`src/rtl/core/bbt_pkg.sv`:
```
// Shared constants, types and elaboration-time helpers for the blackbody color block.
// Used by every module under rtl/core; depends on nothing.
package bbt_pkg;

   // Output color depth and full-scale level.
   localparam int COLOR_BITS = 8;
   localparam logic [COLOR_BITS-1:0] LEVEL_MAX = '1;

   // Stream widths: tdata padded to whole bytes.
   localparam int KELVIN_W = 16;
   localparam int REQ_W    = ((KELVIN_W + 7) / 8) * 8;
   localparam int RSP_W    = ((3 * COLOR_BITS + 7) / 8) * 8;

   // Temperature limits and branch points, in kelvin.
   localparam logic [KELVIN_W-1:0] K_MIN      = 16'd500;
   localparam logic [KELVIN_W-1:0] K_MAX      = 16'd40000;
   localparam logic [KELVIN_W-1:0] K_KNEE     = 16'd6600;
   localparam logic [KELVIN_W-1:0] K_BLUE_OFF = 16'd1900;
   localparam logic [KELVIN_W-1:0] K_POW_OFS  = 16'd6000;
   localparam logic [KELVIN_W-1:0] K_BLUE_OFS = 16'd1000;

   // Datapath widths.
   localparam int LN_W   = 32;
   localparam int COEF_W = 40;
   localparam int POWP_W = 28;
   localparam int VAL_W  = 48;
   localparam int W_BITS = 29;
   localparam int LVL_XW = 40 + COLOR_BITS;
   localparam int LVL_RW = COLOR_BITS + 4;

   // Arithmetic constants (curve values are scaled by 1e9).
   localparam logic [31:0]       LN2_Q32 = 32'd2977044472;
   localparam logic [29:0]       DIV_E9  = 30'd1000000000;
   localparam logic [31:0]       DIV_2E9 = 32'd2000000000;
   localparam logic [39:0]       FULL_U  = 40'd255000000000;
   localparam logic [39:0]       FULL2_U = 40'd510000000000;
   localparam logic [39:0]       HALF_U  = 40'd127500000000;
   localparam logic signed [VAL_W-1:0] FULL_S = 48'sd255000000000;

   // Floor reciprocals used for the estimated quotients.
   localparam logic [W_BITS-1:0] W_RECIP   = W_BITS'((64'd1 << 58) / 64'd1000000000);
   localparam logic [LVL_RW-1:0] LVL_RECIP = LVL_RW'((64'd1 << LVL_XW) / {24'd0, FULL_U});

   // Curve coefficients.
   localparam logic [COEF_W-1:0] RED_C = 40'd329698727446;
   localparam logic [POWP_W-1:0] RED_P = 28'd133204759;
   localparam logic [COEF_W-1:0] GRN_A = 40'd99470802586;
   localparam logic [COEF_W-1:0] GRN_B = 40'd161119568166;
   localparam logic [COEF_W-1:0] GRN_C = 40'd288122169528;
   localparam logic [POWP_W-1:0] GRN_P = 28'd75514849;
   localparam logic [COEF_W-1:0] BLU_A = 40'd138517731223;
   localparam logic [COEF_W-1:0] BLU_B = 40'd305044792731;

   // Bit-serial log2 in Q28, evaluated only for constants at elaboration.
   function automatic logic [63:0] log2_q28_f(input logic [31:0] n);
      logic [63:0] m;
      logic [63:0] res;
      int          e;
      e = 0;
      for (int b = 0; b < 32; b++) begin
         if ((n >> b) != 32'd0) e = b;
      end
      m   = ({32'd0, n} << 28) >> e;
      res = 64'(e) << 28;
      for (int i = 27; i >= 0; i--) begin
         m = (m * m) >> 28;
         if (m >= (64'd1 << 29)) begin
            m      = m >> 1;
            res[i] = 1'b1;
         end
      end
      return res;
   endfunction

   localparam logic [31:0] LOG2_100 = 32'(log2_q28_f(32'd100));

   // Ceiling reciprocals 2^33/k for the series terms k = 1..16.
   localparam int EXP_TERMS = 16;
   localparam logic [63:0] TWO33 = 64'd1 << 33;
   localparam logic [33:0] EXP_RECIP [EXP_TERMS] = '{
      34'((TWO33 + 64'd0)  / 64'd1),  34'((TWO33 + 64'd1)  / 64'd2),
      34'((TWO33 + 64'd2)  / 64'd3),  34'((TWO33 + 64'd3)  / 64'd4),
      34'((TWO33 + 64'd4)  / 64'd5),  34'((TWO33 + 64'd5)  / 64'd6),
      34'((TWO33 + 64'd6)  / 64'd7),  34'((TWO33 + 64'd7)  / 64'd8),
      34'((TWO33 + 64'd8)  / 64'd9),  34'((TWO33 + 64'd9)  / 64'd10),
      34'((TWO33 + 64'd10) / 64'd11), 34'((TWO33 + 64'd11) / 64'd12),
      34'((TWO33 + 64'd12) / 64'd13), 34'((TWO33 + 64'd13) / 64'd14),
      34'((TWO33 + 64'd14) / 64'd15), 34'((TWO33 + 64'd15) / 64'd16)
   };

   // Pipeline depths.
   localparam int LN_SQ_STEPS    = 28;
   localparam int LN_LAT         = LN_SQ_STEPS + 3;
   localparam int LOGC_LAT       = 2;
   localparam int W_DIV_STAGES   = 3;
   localparam int POW_LAT        = 1 + W_DIV_STAGES + 2 * EXP_TERMS + 3;
   localparam int LVL_DIV_STAGES = 3;
   localparam int LVL_LAT        = 1 + LVL_DIV_STAGES;
   localparam int CORE_LAT       = LN_LAT + POW_LAT + LVL_LAT;
   localparam int LOG_DLY        = POW_LAT - LOGC_LAT;

   // Which curve applies to a temperature.
   typedef struct packed {
      logic le_knee;
      logic ge_knee;
      logic blue_off;
   } region_type;

endpackage

```
`src/rtl/core/bbt_logc.sv`:
```
// Log curve a*ln - b in units of 1e-9 of an output level, two stages.
// Depends on bbt_pkg.
module bbt_logc (
   input  logic                            clock,
   input  logic                            en,
   input  logic [bbt_pkg::LN_W-1:0]        ln,
   input  logic [bbt_pkg::COEF_W-1:0]      coef_a,
   input  logic [bbt_pkg::COEF_W-1:0]      coef_b,
   output logic signed [bbt_pkg::VAL_W-1:0] val
);
   import bbt_pkg::*;

   logic [45:0] ph_ff, pl_ff;
   logic [71:0] sum;
   logic signed [VAL_W-1:0] val_ff;

   // Split the coefficient so each product stays narrow.
   always_ff @(posedge clock) begin
      if (en) begin
         ph_ff <= coef_a[39:20] * ln[31:6];
         pl_ff <= coef_a[19:0] * ln[31:6];
      end
   end

   assign sum = ({26'd0, ph_ff} << 20) + {26'd0, pl_ff};

   always_ff @(posedge clock) begin
      if (en) val_ff <= $signed(sum[69:22]) - $signed({8'd0, coef_b});
   end

   assign val = val_ff;

endmodule

```
`config.mk`:
```
export PLATFORM = sky130hd
export DESIGN_NAME = bbt_logc
export DESIGN_NICKNAME = d
export VERILOG_FILES = /design/src/rtl/core/bbt_pkg.sv /design/src/rtl/core/bbt_logc.sv
export SDC_FILE = /design/constraint.sdc
export NUM_CORES = 2
export LEC_CHECK = 0
export BUFFER_PORTS_ARGS = -buffer_cell sky130_fd_sc_hd__buf_2
export CAP_MARGIN = 20
export CORE_MARGIN = 2
export CORE_UTILIZATION = 50
export CTS_CLUSTER_DIAMETER = 30
export DETAILED_ROUTE_END_ITERATION = 10
export GPL_TIMING_DRIVEN = 1
export PLACE_DENSITY = 0.67
export SYNTH_ARGS = -nofsm -noshare
export SYNTH_HDL_FRONTEND = slang
export SYNTH_SLANG_ARGS = --single-unit
```
`constraint.sdc`:
```
create_clock -name clock -period 20.3 [get_ports clock]
set_input_delay 1.015 -clock clock [delete_from_list [all_inputs] [get_ports clock]]
set_output_delay 1.015 -clock clock [all_outputs]
set_load 0.01 [all_outputs]
```
==> Word level (Yosys, flattened, before mapping) <==
Cells that the tools add are included.
{ "op_classes": {"addsub": 2, "multipliers": 2} }
{ "op_table": {"columns": ["operator", "count"], "rows": [
  ["$mul A20 B26 Y46", 2],
  ["$add A66 B46 Y67", 1],
  ["$sub A45 B40 Y46", 1]
]} }
{ "totals": {"ff_bits": 140} }

==> Logic depth before layout (Yosys ltp) <==
{ "depth": {"depth_word": 2, "ltp_mapped": 26} }

==> Worst setup path after synthesis <==
No wires, ideal clock.
{ "synth_timing": {"kind": "input port to flip-flop", "startpoint": "input port coef_a[31] in the netlist's numbering", "endpoint": "register ph_ff[43] (data pin)", "arrival_ps": 7337, "required_time_ps": 20037, "setup_slack_ps": 12700, "stages": 25, "path_cell_list": "clkbuf_1 > clkbuf_1 > nand2_1 > fa_1 > inv_1 > fa_1 > inv_1 > fa_1 > inv_1 > fa_1 > fa_1 > fa_1 > inv_1 > fa_1 > inv_1 > ha_1 > and4_1 > and4_1 > a2bb2oi_1 > a21oi_1 > or2_2 > o41ai_2 > o31ai_1 > a311oi_1 > xnor2_1"} }
{ "synth_via": {"elab_chain_cells": 1} }
{ "synth_rtl": {"columns": ["item", "line", "rtl"], "rows": [
  ["start, declared", "bbt_logc.sv:7", "input logic [bbt_pkg::COEF_W-1:0] coef_a,"],
  ["$mul A20 B26 Y46", "bbt_logc.sv:20", "ph_ff <= coef_a[39:20] * ln[31:6];"],
  ["end signal, assigned", "bbt_logc.sv:20", null],
  ["end, declared", "bbt_logc.sv:13", "logic [45:0] ph_ff, pl_ff;"]
]} }
No other way between the ends.
A chain may end at the register's enable or synchronous reset.

==> Worst setup path in the final report <==
{ "layout_timing": {"startpoint": "input port ln[19] in the netlist's numbering", "endpoint": "register ph_ff[39] (data pin)"} }
{ "layout_via": {"elab_chain_cells": 1} }
{ "layout_rtl": {"columns": ["item", "line", "rtl"], "rows": [
  ["start, declared", "bbt_logc.sv:6", "input logic [bbt_pkg::LN_W-1:0] ln,"],
  ["$mul A20 B26 Y46", "bbt_logc.sv:20", null]
]} }
No other way between the ends.

==> results.md <==
* Status: completed
* Rows at 104
* Final WL at 103000 um
* Latest clock arrival within the worst-skew pair at 440 ps
* PortBufs at 155
* Top Ports at 162
* Initial antenna violation count at 13
* CTS Buf Count at 17
* CP dominant cell by count: fa_1
* CP Capture Type: flop
* Maxcap violations at 0
* H-tree depth at 4
* Worst hold path class: reg -> reg
* Crit Path Max Fanout at 40
* Via count at 29800
* Layout Utilization at 0.530
* Die H at 288 um
* Cell area after synthesis at 40300 um^2
* Post-CTS Setup Repair Bufs at 0
* Critical setup path kind: in -> reg
* Most used DFF post-synth: edfxtp_1
* Post-DP Area at 41800 um^2
* CTS resizes at 0
* Data required time at the worst endpoint at 20460 ps
* Post-CTS Hold Buffers at 0
* CTS tree: yes
* Slew Viols, Final at 0
* CTS Root Cell: clkbuf_16
* Synth cell types at 68
* Final setup viols at 0
* Final #Nets at 5798
* Worst path cell trace: buf_2 -> and2_1 -> fa_1 -> inv_1 -> fa_1 -> fa_1 -> inv_1 -> fa_1 -> fa_1 -> fa_1 -> inv_1 -> fa_1 -> inv_1 -> ha_1 -> a211oi_1 -> nand2_1 -> o21ai_0 -> o22ai_1 -> or2_2 -> o41ai_2 -> o31ai_1 -> a41oi_1 -> xnor2_1
* Fillers at 7465
* Crit share post-route at 0.426
* Area contributors post-synth: fa_1 43%, ha_1 12%, inv_1 9.5%
* Crit-path max cell delay at 860 ps
* Via/cell ratio at 5.38
* Post-DP HPWL at 75700 um
* Worst setup SP type: input port
* Hold Fails Final Rpt at 0
* Final cell count without fillers at 5530
* Starting density of the core at 0.503
* Arrival @ worst endpoint at 8810 ps
* Slew @ Worst Pin at 1210 ps
* Most frequent cells in the layout: 1024 x inv_1, 856 x fa_1, 642 x nand2_1
* Placed cell count at 5494
* RD Place Congestion at 0.899
* Maximum number of pins on one net before global-route repair at 65
* Grt ovf at 0
* Reg-to-reg critical path startpoint: pl_ff[22]$_DFFE_PP_
* Synth warn at 0
* Routed WL per cell at 18.5 um
* Clock sinks at 118
* EDFF count, synth at 118
* FFs w/ async S/R, synth at 0
* GRT Overall Usage at 0.257
* Post-synth top area cell: fa_1
* RSZ-0062 raised after global routing: false
* Core Area at 80200 um^2
* Synth Net Count at 5802
* Synth top area share at 0.425
* Vias in the first global route at 31100
* Synthesized area per cell at 9.04 um^2
* Layout cells sized above 1 at 0.0517
* Final Cell Area at 42500 um^2
* Leading cell type in the layout, fill and taps excluded: inv_1
* Layout overhead on the synthesized area at 5.37%
* ANT nets after route at 0
* Crit-path slowest cell: buf_2
* Seq cells post-synth at 118
* Die width at 288 um
* Drc violations at 0
* Die Footprint at 82900 um^2
* Worst setup path start: ln[19]
* Fin Setup TNS at 0 ps
* Syn Inst Count at 4457
* Fin crit period at 8650 ps
* R2R Setup Slk at 14650 ps
* Max_slew headroom at 0.193
* DR iter-0 viols at 1842
* Seq/Total Area, Yosys at 0.0879
* Hold Startpoint: ph_ff[44]$_DFFE_PP_
* First drt pass iteration count at 5
* Worst Clk Skew at 8.56 ps
* Clock transition at the registers of the reported paths at 60 ps
* Maximum clock rate at 116 MHz
* First-pass GRT wire length at 166000 um
* CTS max path bufs at 2
## critical path: cells and delay by family
kind	cells	cell delay, ps
compound gates	6	2050
simple gates	3	760
buf+inv	5	1090
fa+ha+maj	8	3700
xor+xnor	1	140
## state kept, by name (all words and copies together), names as in the netlist
name   flops
ph_ff     46
val       46
pl_ff     26
## cell families (layout without fill, tap and decap cells)
family | after synthesis | in the layout | synth area share
AOI/OAI and AO/OA | 381 | 381 | 0.0612
xor gates and xnor gates | 131 | 131 | 0.0285
adders and majority gates | 1231 | 1231 | 0.542
buffers and inverters | 1228 | 1237 | 0.115
DFF | 118 | 118 | 0.0879
muxes | 3 | 3 | 0.000745
other | 0 | 4 | 0
and+or+nand+nor | 1365 | 1365 | 0.165
## final timing paths
| kind | end | depth (start not counted) |
|---|---|---|
| hold reg to reg | val[42]$_DFFE_PP_ | 1 |
| setup / recovery | ph_ff[39]$_DFFE_PP_ | 23 |
| setup reg to reg | val[42]$_DFFE_PP_ | 20 |
| hold / removal | val[42]$_DFFE_PP_ | 1 |
## cells in the mapped netlist (all sizes together), types with 4 or more instances
library cell / instances
a211o: 4
a211oi: 20
a21boi: 8
a21o: 53
a21oi: 114
a31o: 4
a31oi: 17
and2: 474
and3: 10
and4: 10
clkbuf: 201
edfxtp: 118
fa: 856
ha: 375
inv: 1024
nand2: 642
nand2b: 9
nand3: 44
nand4: 17
nor2: 95
nor2b: 13
nor3: 21
nor4: 11
o211ai: 7
o21a: 24
o21ai: 69
o21bai: 21
o31ai: 8
or2: 8
or3: 4
xnor2: 95
xor2: 36
## final cells by class
| cell class | count | area (um^2) | area share |
|---|---|---|---|
| multi-input cells | 3111 | 32100 | 0.757 |
| inverters | 1024 | 3840 | 0.0905 |
| flip-flops and latches | 118 | 3540 | 0.0835 |
| well taps | 1060 | 1330 | 0.0312 |
| repair buffers | 181 | 973 | 0.0229 |
| clock buffers | 18 | 429 | 0.0101 |
| clock inverters | 14 | 200 | 0.00472 |
| diodes | 4 | 10.0 | 0.000236 |
## per-stage QoR
stage          worst slack [ps]  hold WS (ps)
2_1_floorplan             12700           563
3_3_place_gp              11410           608
3_5_place_dp              11310           623
4_1_cts                   11780           635
5_1_grt                   11370           648
6_report                  11650           631
## routing by layer
layer  track usage  wire length (um)  up-vias  part of all wire
met4        0.0611              2240        4             0.022
met3        0.0424              8310      155             0.081
met2         0.425             48400     1054              0.47
met1         0.355             43500    15200              0.42
li1              -                 -    13400                 -
met5             0                33        -           0.00032
Power is not shown: default switching activity piles up to over one toggle a cycle in this logic, so the estimate is an artifact.
