$ cat src/rtl/core/bbt_pkg.sv
// Shared constants, types and elaboration-time helpers for the blackbody color block.
// Used by every module under rtl/core; depends on nothing.
package bbt_pkg;

   // Output color depth and full-scale level.
   localparam int COLOR_BITS = 8;
   localparam logic [COLOR_BITS-1:0] LEVEL_MAX = '1;

   // Stream widths: tdata padded to whole bytes.
   localparam int KELVIN_W = 16;
   localparam int REQ_W    = ((KELVIN_W + 7) / 8) * 8;
   localparam int RSP_W    = ((3 * COLOR_BITS + 7) / 8) * 8;

   // Temperature limits and branch points, in kelvin.
   localparam logic [KELVIN_W-1:0] K_MIN      = 16'd500;
   localparam logic [KELVIN_W-1:0] K_MAX      = 16'd40000;
   localparam logic [KELVIN_W-1:0] K_KNEE     = 16'd6600;
   localparam logic [KELVIN_W-1:0] K_BLUE_OFF = 16'd1900;
   localparam logic [KELVIN_W-1:0] K_POW_OFS  = 16'd6000;
   localparam logic [KELVIN_W-1:0] K_BLUE_OFS = 16'd1000;

   // Datapath widths.
   localparam int LN_W   = 32;
   localparam int COEF_W = 40;
   localparam int POWP_W = 28;
   localparam int VAL_W  = 48;
   localparam int W_BITS = 29;
   localparam int LVL_XW = 40 + COLOR_BITS;
   localparam int LVL_RW = COLOR_BITS + 4;

   // Arithmetic constants (curve values are scaled by 1e9).
   localparam logic [31:0]       LN2_Q32 = 32'd2977044472;
   localparam logic [29:0]       DIV_E9  = 30'd1000000000;
   localparam logic [31:0]       DIV_2E9 = 32'd2000000000;
   localparam logic [39:0]       FULL_U  = 40'd255000000000;
   localparam logic [39:0]       FULL2_U = 40'd510000000000;
   localparam logic [39:0]       HALF_U  = 40'd127500000000;
   localparam logic signed [VAL_W-1:0] FULL_S = 48'sd255000000000;

   // Floor reciprocals used for the estimated quotients.
   localparam logic [W_BITS-1:0] W_RECIP   = W_BITS'((64'd1 << 58) / 64'd1000000000);
   localparam logic [LVL_RW-1:0] LVL_RECIP = LVL_RW'((64'd1 << LVL_XW) / {24'd0, FULL_U});

   // Curve coefficients.
   localparam logic [COEF_W-1:0] RED_C = 40'd329698727446;
   localparam logic [POWP_W-1:0] RED_P = 28'd133204759;
   localparam logic [COEF_W-1:0] GRN_A = 40'd99470802586;
   localparam logic [COEF_W-1:0] GRN_B = 40'd161119568166;
   localparam logic [COEF_W-1:0] GRN_C = 40'd288122169528;
   localparam logic [POWP_W-1:0] GRN_P = 28'd75514849;
   localparam logic [COEF_W-1:0] BLU_A = 40'd138517731223;
   localparam logic [COEF_W-1:0] BLU_B = 40'd305044792731;

   // Bit-serial log2 in Q28, evaluated only for constants at elaboration.
   function automatic logic [63:0] log2_q28_f(input logic [31:0] n);
      logic [63:0] m;
      logic [63:0] res;
      int          e;
      e = 0;
      for (int b = 0; b < 32; b++) begin
         if ((n >> b) != 32'd0) e = b;
      end
      m   = ({32'd0, n} << 28) >> e;
      res = 64'(e) << 28;
      for (int i = 27; i >= 0; i--) begin
         m = (m * m) >> 28;
         if (m >= (64'd1 << 29)) begin
            m      = m >> 1;
            res[i] = 1'b1;
         end
      end
      return res;
   endfunction

   localparam logic [31:0] LOG2_100 = 32'(log2_q28_f(32'd100));

   // Ceiling reciprocals 2^33/k for the series terms k = 1..16.
   localparam int EXP_TERMS = 16;
   localparam logic [63:0] TWO33 = 64'd1 << 33;
   localparam logic [33:0] EXP_RECIP [EXP_TERMS] = '{
      34'((TWO33 + 64'd0)  / 64'd1),  34'((TWO33 + 64'd1)  / 64'd2),
      34'((TWO33 + 64'd2)  / 64'd3),  34'((TWO33 + 64'd3)  / 64'd4),
      34'((TWO33 + 64'd4)  / 64'd5),  34'((TWO33 + 64'd5)  / 64'd6),
      34'((TWO33 + 64'd6)  / 64'd7),  34'((TWO33 + 64'd7)  / 64'd8),
      34'((TWO33 + 64'd8)  / 64'd9),  34'((TWO33 + 64'd9)  / 64'd10),
      34'((TWO33 + 64'd10) / 64'd11), 34'((TWO33 + 64'd11) / 64'd12),
      34'((TWO33 + 64'd12) / 64'd13), 34'((TWO33 + 64'd13) / 64'd14),
      34'((TWO33 + 64'd14) / 64'd15), 34'((TWO33 + 64'd15) / 64'd16)
   };

   // Pipeline depths.
   localparam int LN_SQ_STEPS    = 28;
   localparam int LN_LAT         = LN_SQ_STEPS + 3;
   localparam int LOGC_LAT       = 2;
   localparam int W_DIV_STAGES   = 3;
   localparam int POW_LAT        = 1 + W_DIV_STAGES + 2 * EXP_TERMS + 3;
   localparam int LVL_DIV_STAGES = 3;
   localparam int LVL_LAT        = 1 + LVL_DIV_STAGES;
   localparam int CORE_LAT       = LN_LAT + POW_LAT + LVL_LAT;
   localparam int LOG_DLY        = POW_LAT - LOGC_LAT;

   // Which curve applies to a temperature.
   typedef struct packed {
      logic le_knee;
      logic ge_knee;
      logic blue_off;
   } region_type;

endpackage

$ cat src/rtl/core/bbt_level.sv
// Saturate a curve value and round it onto the output level by reciprocal division.
// Depends on bbt_pkg.
module bbt_level (
   input  logic                            clock,
   input  logic                            en,
   input  logic signed [bbt_pkg::VAL_W-1:0] val,
   output logic [bbt_pkg::COLOR_BITS-1:0]  level
);
   import bbt_pkg::*;

   logic [39:0]             vu;
   logic [LVL_XW-1:0]       x;
   logic [LVL_XW-1:0]       x_ff;
   logic                    zero_ff [LVL_LAT];
   logic                    full_ff [LVL_LAT];
   logic [31+LVL_RW:0]      qp;
   logic [COLOR_BITS-1:0]   q0_ff, q1_ff, q_ff, q_in;
   logic [41:0]             xl1_ff, xl2_ff, r;
   logic [COLOR_BITS+39:0]  pr_ff;

   // v*M plus half of full scale; M = 2^COLOR_BITS - 1.
   assign vu = val[39:0];
   assign x  = ({vu, {COLOR_BITS{1'b0}}}) - LVL_XW'(vu) + LVL_XW'(HALF_U);

   // Saturation flags follow the quotient stages.
   always_ff @(posedge clock) begin
      if (en) begin
         zero_ff[0] <= (val <= 0);
         full_ff[0] <= (val >= FULL_S);
         for (int i = 1; i < LVL_LAT; i++) begin
            zero_ff[i] <= zero_ff[i-1];
            full_ff[i] <= full_ff[i-1];
         end
      end
   end

   // Quotient estimate from the top bits, low by at most two.
   assign qp = x_ff[LVL_XW-1 -: 32] * LVL_RECIP;

   always_ff @(posedge clock) begin
      if (en) begin
         x_ff   <= x;
         q0_ff  <= qp[32 +: COLOR_BITS];
         xl1_ff <= x_ff[41:0];
         pr_ff  <= q0_ff * FULL_U;
         q1_ff  <= q0_ff;
         xl2_ff <= xl1_ff;
         q_ff   <= q_in;
      end
   end

   // The remainder is below three times full scale; correct the estimate.
   always_comb begin
      r = xl2_ff - pr_ff[41:0];
      priority if (r >= {2'd0, FULL2_U})  q_in = q1_ff + COLOR_BITS'(2);
      else if (r >= {2'd0, FULL_U})       q_in = q1_ff + COLOR_BITS'(1);
      else                                q_in = q1_ff;
   end

   // Saturation overrides the quotient.
   always_comb begin
      priority if (zero_ff[LVL_LAT-1]) level = '0;
      else if (full_ff[LVL_LAT-1])     level = LEVEL_MAX;
      else                             level = q_ff;
   end

endmodule

$ cat config.mk
export PLATFORM = sky130hd
export DESIGN_NAME = bbt_level
export DESIGN_NICKNAME = d
export VERILOG_FILES = /design/src/rtl/core/bbt_pkg.sv /design/src/rtl/core/bbt_level.sv
export SDC_FILE = /design/constraint.sdc
export NUM_CORES = 1
export LEC_CHECK = 0
export BUFFER_PORTS_ARGS = -buffer_cell sky130_fd_sc_hd__buf_2
export CAP_MARGIN = 20
export CELL_PAD_IN_SITES_DETAIL_PLACEMENT = 0
export CELL_PAD_IN_SITES_GLOBAL_PLACEMENT = 1
export CORE_ASPECT_RATIO = 0.7
export CORE_MARGIN = 5
export CORE_UTILIZATION = 56
export CTS_BUF_LIST = sky130_fd_sc_hd__clkbuf_8 sky130_fd_sc_hd__clkbuf_16
export CTS_CLUSTER_SIZE = 30
export DETAILED_ROUTE_END_ITERATION = 6
export GPL_ROUTABILITY_DRIVEN = 0
export GPL_TIMING_DRIVEN = 0
export PLACE_DENSITY_LB_ADDON = 0.1
export SLEW_MARGIN = 20
export SYNTH_ARGS = -nofsm -noshare
export SYNTH_HDL_FRONTEND = slang
export SYNTH_SLANG_ARGS = --single-unit
$ cat constraint.sdc
create_clock -name clock -period 15.95 [get_ports clock]
set_input_delay 1.595 -clock clock [delete_from_list [all_inputs] [get_ports clock]]
set_output_delay 1.595 -clock clock [all_outputs]
set_load 0.05 [all_outputs]
=== Yosys cells after proc, flatten, opt, wreduce, memory -nomap -nowiden ===
Memories as Yosys holds them, arrays and structs flattened.
Cells that the tools add are included.

* Register bits after elaboration: 189
* Memory bits (writable): 8
* Bits of input ports: 50
* Logic and storage cells: 26
* Memories: 2

* Add/subtract/negate cells: 5
* $mul: 2
* $lt $le $gt $ge: 4
* Multiplexer cells: 6

{| class="wikitable"
|+ Memory list
! memory !! depth !! width !! read ports !! clocked after Yosys merged registers in !! write ports !! RTL line !! text
|-
| full_ff || 4 || 1 || 4 || 0 || 4 || bbt_level.sv:15 || <nowiki>logic full_ff [LVL_LAT];</nowiki>
|-
| zero_ff || 4 || 1 || 4 || 0 || 4 || bbt_level.sv:14 || <nowiki>logic zero_ff [LVL_LAT];</nowiki>
|}

{| class="wikitable"
|+ Operator list
! kind !! number
|-
| 48-bit by 37-bit adder with 48-bit output, second input constant || 1
|-
| 48-bit by 39-bit >= comparator with 1-bit output, second input constant || 1
|-
| 48-bit by 1-bit <= comparator with 1-bit output, second input constant || 1
|-
| 48-bit by 40-bit subtractor with 48-bit output || 1
|-
| 42-bit by 38-bit >= comparator with 1-bit output, second input constant || 1
|-
| 42-bit by 39-bit >= comparator with 1-bit output, second input constant || 1
|-
| 42-bit subtractor || 1
|-
| 32-bit by 11-bit multiplier with 40-bit output, second input constant || 1
|-
| 8-bit by 29-bit multiplier with 33-bit output, second input constant || 1
|-
| 8-bit two-way mux || 4
|-
| 8-bit by 1-bit adder with 8-bit output, second input constant || 1
|-
| 8-bit by 2-bit adder with 8-bit output, second input constant || 1
|-
| 1-bit two-way mux || 2
|}

=== Logic depth before layout (Yosys ltp) ===
* Depth in word-level cells: 4
* Mapped depth: 23

=== Worst setup path before layout ===
OpenSTA, ideal clock, no wires.

* Path kind: register -> register
* Start: register q0_ff[6]
* End: register pr_ff[41] (data pin)
* Library setup time: 260 ps
* Arrival time: 4,921 ps
* Data required time: 15,690 ps
* Setup slack: 10,769 ps
* Stages on the path, launching flop included: 22
* Cells stage by stage: edfxtp_1 > fa_1 > inv_1 > fa_1 > inv_1 > fa_1 > inv_1 > fa_1 > inv_1 > ha_1 > clkbuf_1 > a21oi_1 > o21ai_0 > a21oi_1 > o32ai_1 > o211ai_1 > a31oi_1 > nor4_1 > nor3_1 > a211oi_1 > a21oi_1 > xnor2_1

* Cells in the longest elaborated chain, start to end: 1

{| class="wikitable"
|+ Ends and longest elaborated chain
! element !! RTL line !! text
|-
| start: declaration || bbt_level.sv:17 || <nowiki>logic [COLOR_BITS-1:0] q0_ff, q1_ff, q_ff, q_in;</nowiki>
|-
| start signal: assignment || bbt_level.sv:43 || <nowiki>q0_ff <= qp[32 +: COLOR_BITS];</nowiki>
|-
| 8-bit by 29-bit multiplier with 33-bit output || bbt_level.sv:45 || <nowiki>pr_ff <= q0_ff * FULL_U;</nowiki>
|-
| end signal: assignment || bbt_level.sv:45 ||
|-
| end: declaration || bbt_level.sv:19 || <nowiki>logic [COLOR_BITS+39:0] pr_ff;</nowiki>
|}

No other way between the ends.
A chain may end at the register's enable or synchronous reset.

=== Final worst setup path ===
* Start: register q0_ff[2]
* End: register pr_ff[41] (data pin)

The elaborated chain is that of the path after synthesis.

==> results_tabular.tex <==
\begin{tabular}{lr}
\hline
Metric & Value \\
\hline
\multicolumn{2}{l}{\textbf{Outcome}} \\
Run status & completed \\
\multicolumn{2}{l}{\textbf{Routing}} \\
Wirelength per Cell & around 17 µm \\
Final antenna-violating net count & 0 \\
Router iterations before antenna repair & 4 \\
Vias per std cell & 5.44 \\
Total wirelength of the detailed-routed design & between 40,000 and 50,000 µm \\
Total number of vias & 13,600 \\
1st-iter DRT viols & roughly 800 \\
Drc violations & 0 \\
\multicolumn{2}{l}{\textbf{Worst setup path}} \\
Family with the most delay on the worst path & adder cells \\
Setup slack of the worst register-to-register path & 9.79 ns \\
Worst reg2reg startpoint & q0\_ff[2]\$\_DFFE\_PP\_ \\
Worst path slowest cell & sky130\_fd\_sc\_hd\_\_edfxtp\_1 \\
Capture point of the critical path & pr\_ff[41]\$\_DFFE\_PP\_ \\
WP buf/inv & 4 \\
Beginning of the critical path & q0\_ff[2]\$\_DFFE\_PP\_ \\
FF-to-FF path depth & 21 \\
Destination of the worst register-to-register timing path & pr\_ff[41]\$\_DFFE\_PP\_ \\
Critical Path Start Type & register \\
Endpoint kind of the worst setup timing path & register \\
Required time at the endpoint of the critical path & $\sim$16 ns \\
Kind of critical path & register to register \\
Number of logic stages on the critical path including buffering & 21 \\
Cells along the critical path & inv\_1, fa\_1, inv\_1, ha\_1, or2\_2, fa\_1, inv\_1, fa\_1, inv\_1, ha\_1, o21ai\_0, nor3\_1, a22oi\_1, o32ai\_1, o211ai\_1, a31oi\_1, nor4\_1, nor3\_1, a211oi\_1, a21oi\_1, xnor2\_1 \\
Maximum fanout encountered on the critical timing path & 7 \\
Data arrival, critical path & between 6 and 7 ns \\
Critical Path Max Stage Delay & just under 0.7 ns \\
Cell seen most often among critical-path stages & sky130\_fd\_sc\_hd\_\_inv\_1 \\
\multicolumn{2}{l}{\textbf{STA}} \\
Final period util & 0.386 \\
Number of hold violations in the final report & 0 \\
TNS Setup & 0 ns \\
Post-route minimum period & 6.16 ns \\
Worst max-slew margin expressed relative to the limit & 0.435 \\
Worst-case clock skew & 0.00848 ns \\
Worst Tran Pin Value & 0.841 ns \\
Unrepaired setup endpoints after global routing & no \\
Number of pins exceeding their max-slew limit in the final report & 0 \\
Achievable Freq & about 160 MHz \\
Final setup vio count & 0 \\
\multicolumn{2}{l}{\textbf{Min path}} \\
HP Class & register to register \\
\multicolumn{2}{l}{\textbf{Logic synthesis}} \\
Synthesized flop and latch total & 169 \\
Post-Synthesis Mean Instance Area & just over 10 µm² \\
Proportion of synthesized flip-flops having asynchronous set or reset & 0 \\
Most frequently used flop master after synthesis & sky130\_fd\_sc\_hd\_\_edfxtp\_1 \\
Number of enable flip-flop cells after synthesis & 169 \\
Number of standard cells after synthesis & 1,933 \\
Number of different library cells in the post-synthesis netlist & 81 \\
Net count after synthesis & 2,497 \\
Count of synthesis-stage warnings from yosys & 0 \\
Cell area after synthesis & between 15,000 and 20,000 µm² \\
Proportion of synthesized chip area in sequential cells & 0.259 \\
\multicolumn{2}{l}{\textbf{Floorplanning}} \\
Number of placement rows & 57 \\
Die X-Extent & around 230 µm \\
Boundary Pins & between 50 and 60 \\
Die Area & between 30,000 and 40,000 µm² \\
Die height & 166 µm \\
Core area & between 30,000 and 40,000 µm² \\
Initial standard-cell utilization of the core & 0.565 \\
\multicolumn{2}{l}{\textbf{Clocking}} \\
Clock transition at the registers of the reported paths & about 0.08 ns \\
TritonCTS clock tree & done \\
Hold-fix buffers at CTS & 0 \\
\# Post-CTS Setup Buffers & 0 \\
Resized cells post-CTS & 0 \\
Sinks on the clock net & $\sim$170 \\
Clock Root Buffer & sky130\_fd\_sc\_hd\_\_clkbuf\_16 \\
Insertion delay of the later-clocked pin in the worst-skew pair & 0.46 ns \\
Largest buffer count on any clock path & 2 \\
Htree depth & 4 \\
Clock buffer count from CTS & 17 \\
\multicolumn{2}{l}{\textbf{GRT}} \\
Via count of the first global-routing pass & 13,700 \\
Maximum number of pins on one net before global-route repair & 69 \\
Initial antenna violation count & 0 \\
First-pass GRT wire length & between 70,000 and 80,000 µm \\
GRT Overall Usage & 0.229 \\
GRT Residual Overflow & 0 \\
\multicolumn{2}{l}{\textbf{Run}} \\
Count of maximum capacitance violations & 0 \\
\multicolumn{2}{l}{\textbf{Placed design}} \\
Number of port buffers & 57 \\
Dpl hpwl & roughly 36,000 µm \\
\multicolumn{2}{l}{\textbf{Layout}} \\
Most common cell after layout, fill and taps aside & sky130\_fd\_sc\_hd\_\_inv\_1 \\
Count of nets after finishing & 2,575 \\
Share of final-layout standard cells stronger than drive strength 1 & 0.0593 \\
Most frequent cells in the layout & 447 x sky130\_fd\_sc\_hd\_\_inv\_1, 339 x sky130\_fd\_sc\_hd\_\_ha\_1, 175 x sky130\_fd\_sc\_hd\_\_fa\_1 \\
Count of antenna diodes in the layout & 0 \\
Signed area change from the synthesized netlist to the final layout & 8.07\% \\
Total of fill cells in the finished design & $\sim$3,000 \\
\hline
\end{tabular}
[registers in the layout, indices dropped and copies added (netlist names)]
signal	flops
x_ff	39
xl1_ff	33
xl2_ff	33
pr_ff	32
q0_ff	8
q1_ff	8
q_ff	8
full_ff	4
zero_ff	4
[worst min-delay path by stage]
stage / startpoint / to / slack [ns] / cells past startpoint
2_1_floorplan: full_ff[0]$_DFFE_PP_ / full_ff[1]$_DFFE_PP_ / 0.40 / 0
3_3_place_gp: xl1_ff[33]$_DFFE_PP_ / xl2_ff[33]$_DFFE_PP_ / 0.40 / 0
3_5_place_dp: xl1_ff[12]$_DFFE_PP_ / xl2_ff[12]$_DFFE_PP_ / 0.40 / 0
4_1_cts: xl1_ff[31]$_DFFE_PP_ / xl2_ff[31]$_DFFE_PP_ / 0.42 / 0
5_1_grt: xl1_ff[12]$_DFFE_PP_ / xl2_ff[12]$_DFFE_PP_ / 0.43 / 0
6_report: xl1_ff[35]$_DFFE_PP_ / xl2_ff[35]$_DFFE_PP_ / 0.42 / 0
[worst register-to-register path, cell delays in order, from the launching register on]
cell                       delay (ns)
sky130_fd_sc_hd__edfxtp_1        0.69
sky130_fd_sc_hd__inv_1           0.14
sky130_fd_sc_hd__fa_1            0.55
sky130_fd_sc_hd__inv_1           0.12
sky130_fd_sc_hd__ha_1            0.22
sky130_fd_sc_hd__or2_2           0.28
sky130_fd_sc_hd__fa_1            0.48
sky130_fd_sc_hd__inv_1           0.05
sky130_fd_sc_hd__fa_1            0.49
sky130_fd_sc_hd__inv_1           0.04
sky130_fd_sc_hd__ha_1            0.36
sky130_fd_sc_hd__o21ai_0         0.13
sky130_fd_sc_hd__nor3_1          0.14
sky130_fd_sc_hd__a22oi_1         0.17
sky130_fd_sc_hd__o32ai_1         0.59
sky130_fd_sc_hd__o211ai_1        0.25
sky130_fd_sc_hd__a31oi_1         0.32
sky130_fd_sc_hd__nor4_1          0.09
sky130_fd_sc_hd__nor3_1          0.30
sky130_fd_sc_hd__a211oi_1        0.18
sky130_fd_sc_hd__a21oi_1         0.22
sky130_fd_sc_hd__xnor2_1         0.08
[through the flow]
step	hold slack (ns)	instances	setup WS (ns)	cell area, µm²	utilization
3_5_place_dp	0.405	2464	9.82	20500	0.593
3_3_place_gp	0.401	2462	9.94	20400	0.591
6_report	0.421	2496	9.79	21100	0.611
2_1_floorplan	0.400	1933	10.77	19600	-
5_1_grt	0.427	2496	9.29	21100	0.611
4_1_cts	0.422	2496	9.78	21100	0.611
[routing by layer]
layer  vias up  wire (µm)  track usage
met5         -          0            0
met4         0        300       0.0299
met3        23       2370       0.0496
met2       266      18100        0.336
met1      6570      21900        0.359
li1       6717          -            -
[cells by family after synthesis]
group / share of synthesized area
adder cells (fa/ha/maj): 0.396
multiplexers: 0.00102
AND/OR/NAND/NOR: 0.0849
flip-flops: 0.259
AO/OA/AOI/OAI: 0.122
buffers and inverters: 0.0907
XOR/XNOR: 0.0461
[synth_stat cells, drive strengths merged, types with 18 or more instances]
cell type  number  share of area
a21o           43          0.017
a21oi         109          0.028
a31oi          19         0.0067
edfxtp        169           0.26
fa            175           0.18
ha            339           0.22
inv           447          0.086
nand2          61          0.012
nand2b         19         0.0061
nand3          26         0.0067
nor2           94          0.018
nor3           26         0.0069
o21a           18         0.0069
o21ai          50          0.013
o21bai         19         0.0073
xnor2          71          0.032
xor2           32          0.014
[area by class of cell]
cell class                 instances  area [µm²]  share of cell area
clock inverter                    15         211              0.0100
buffer                            20        96.3             0.00456
inverter                         447        1680              0.0794
timing repair buffer              59         350              0.0166
multi-input combinational       1297       12700               0.601
tap                              472         591              0.0279
clock buffer                      17         425              0.0201
sequential                       169        5070               0.240
Power is left out: the tool's default activity adds up to more than one toggle a clock period on the data nets, which glitch-free logic cannot reach.
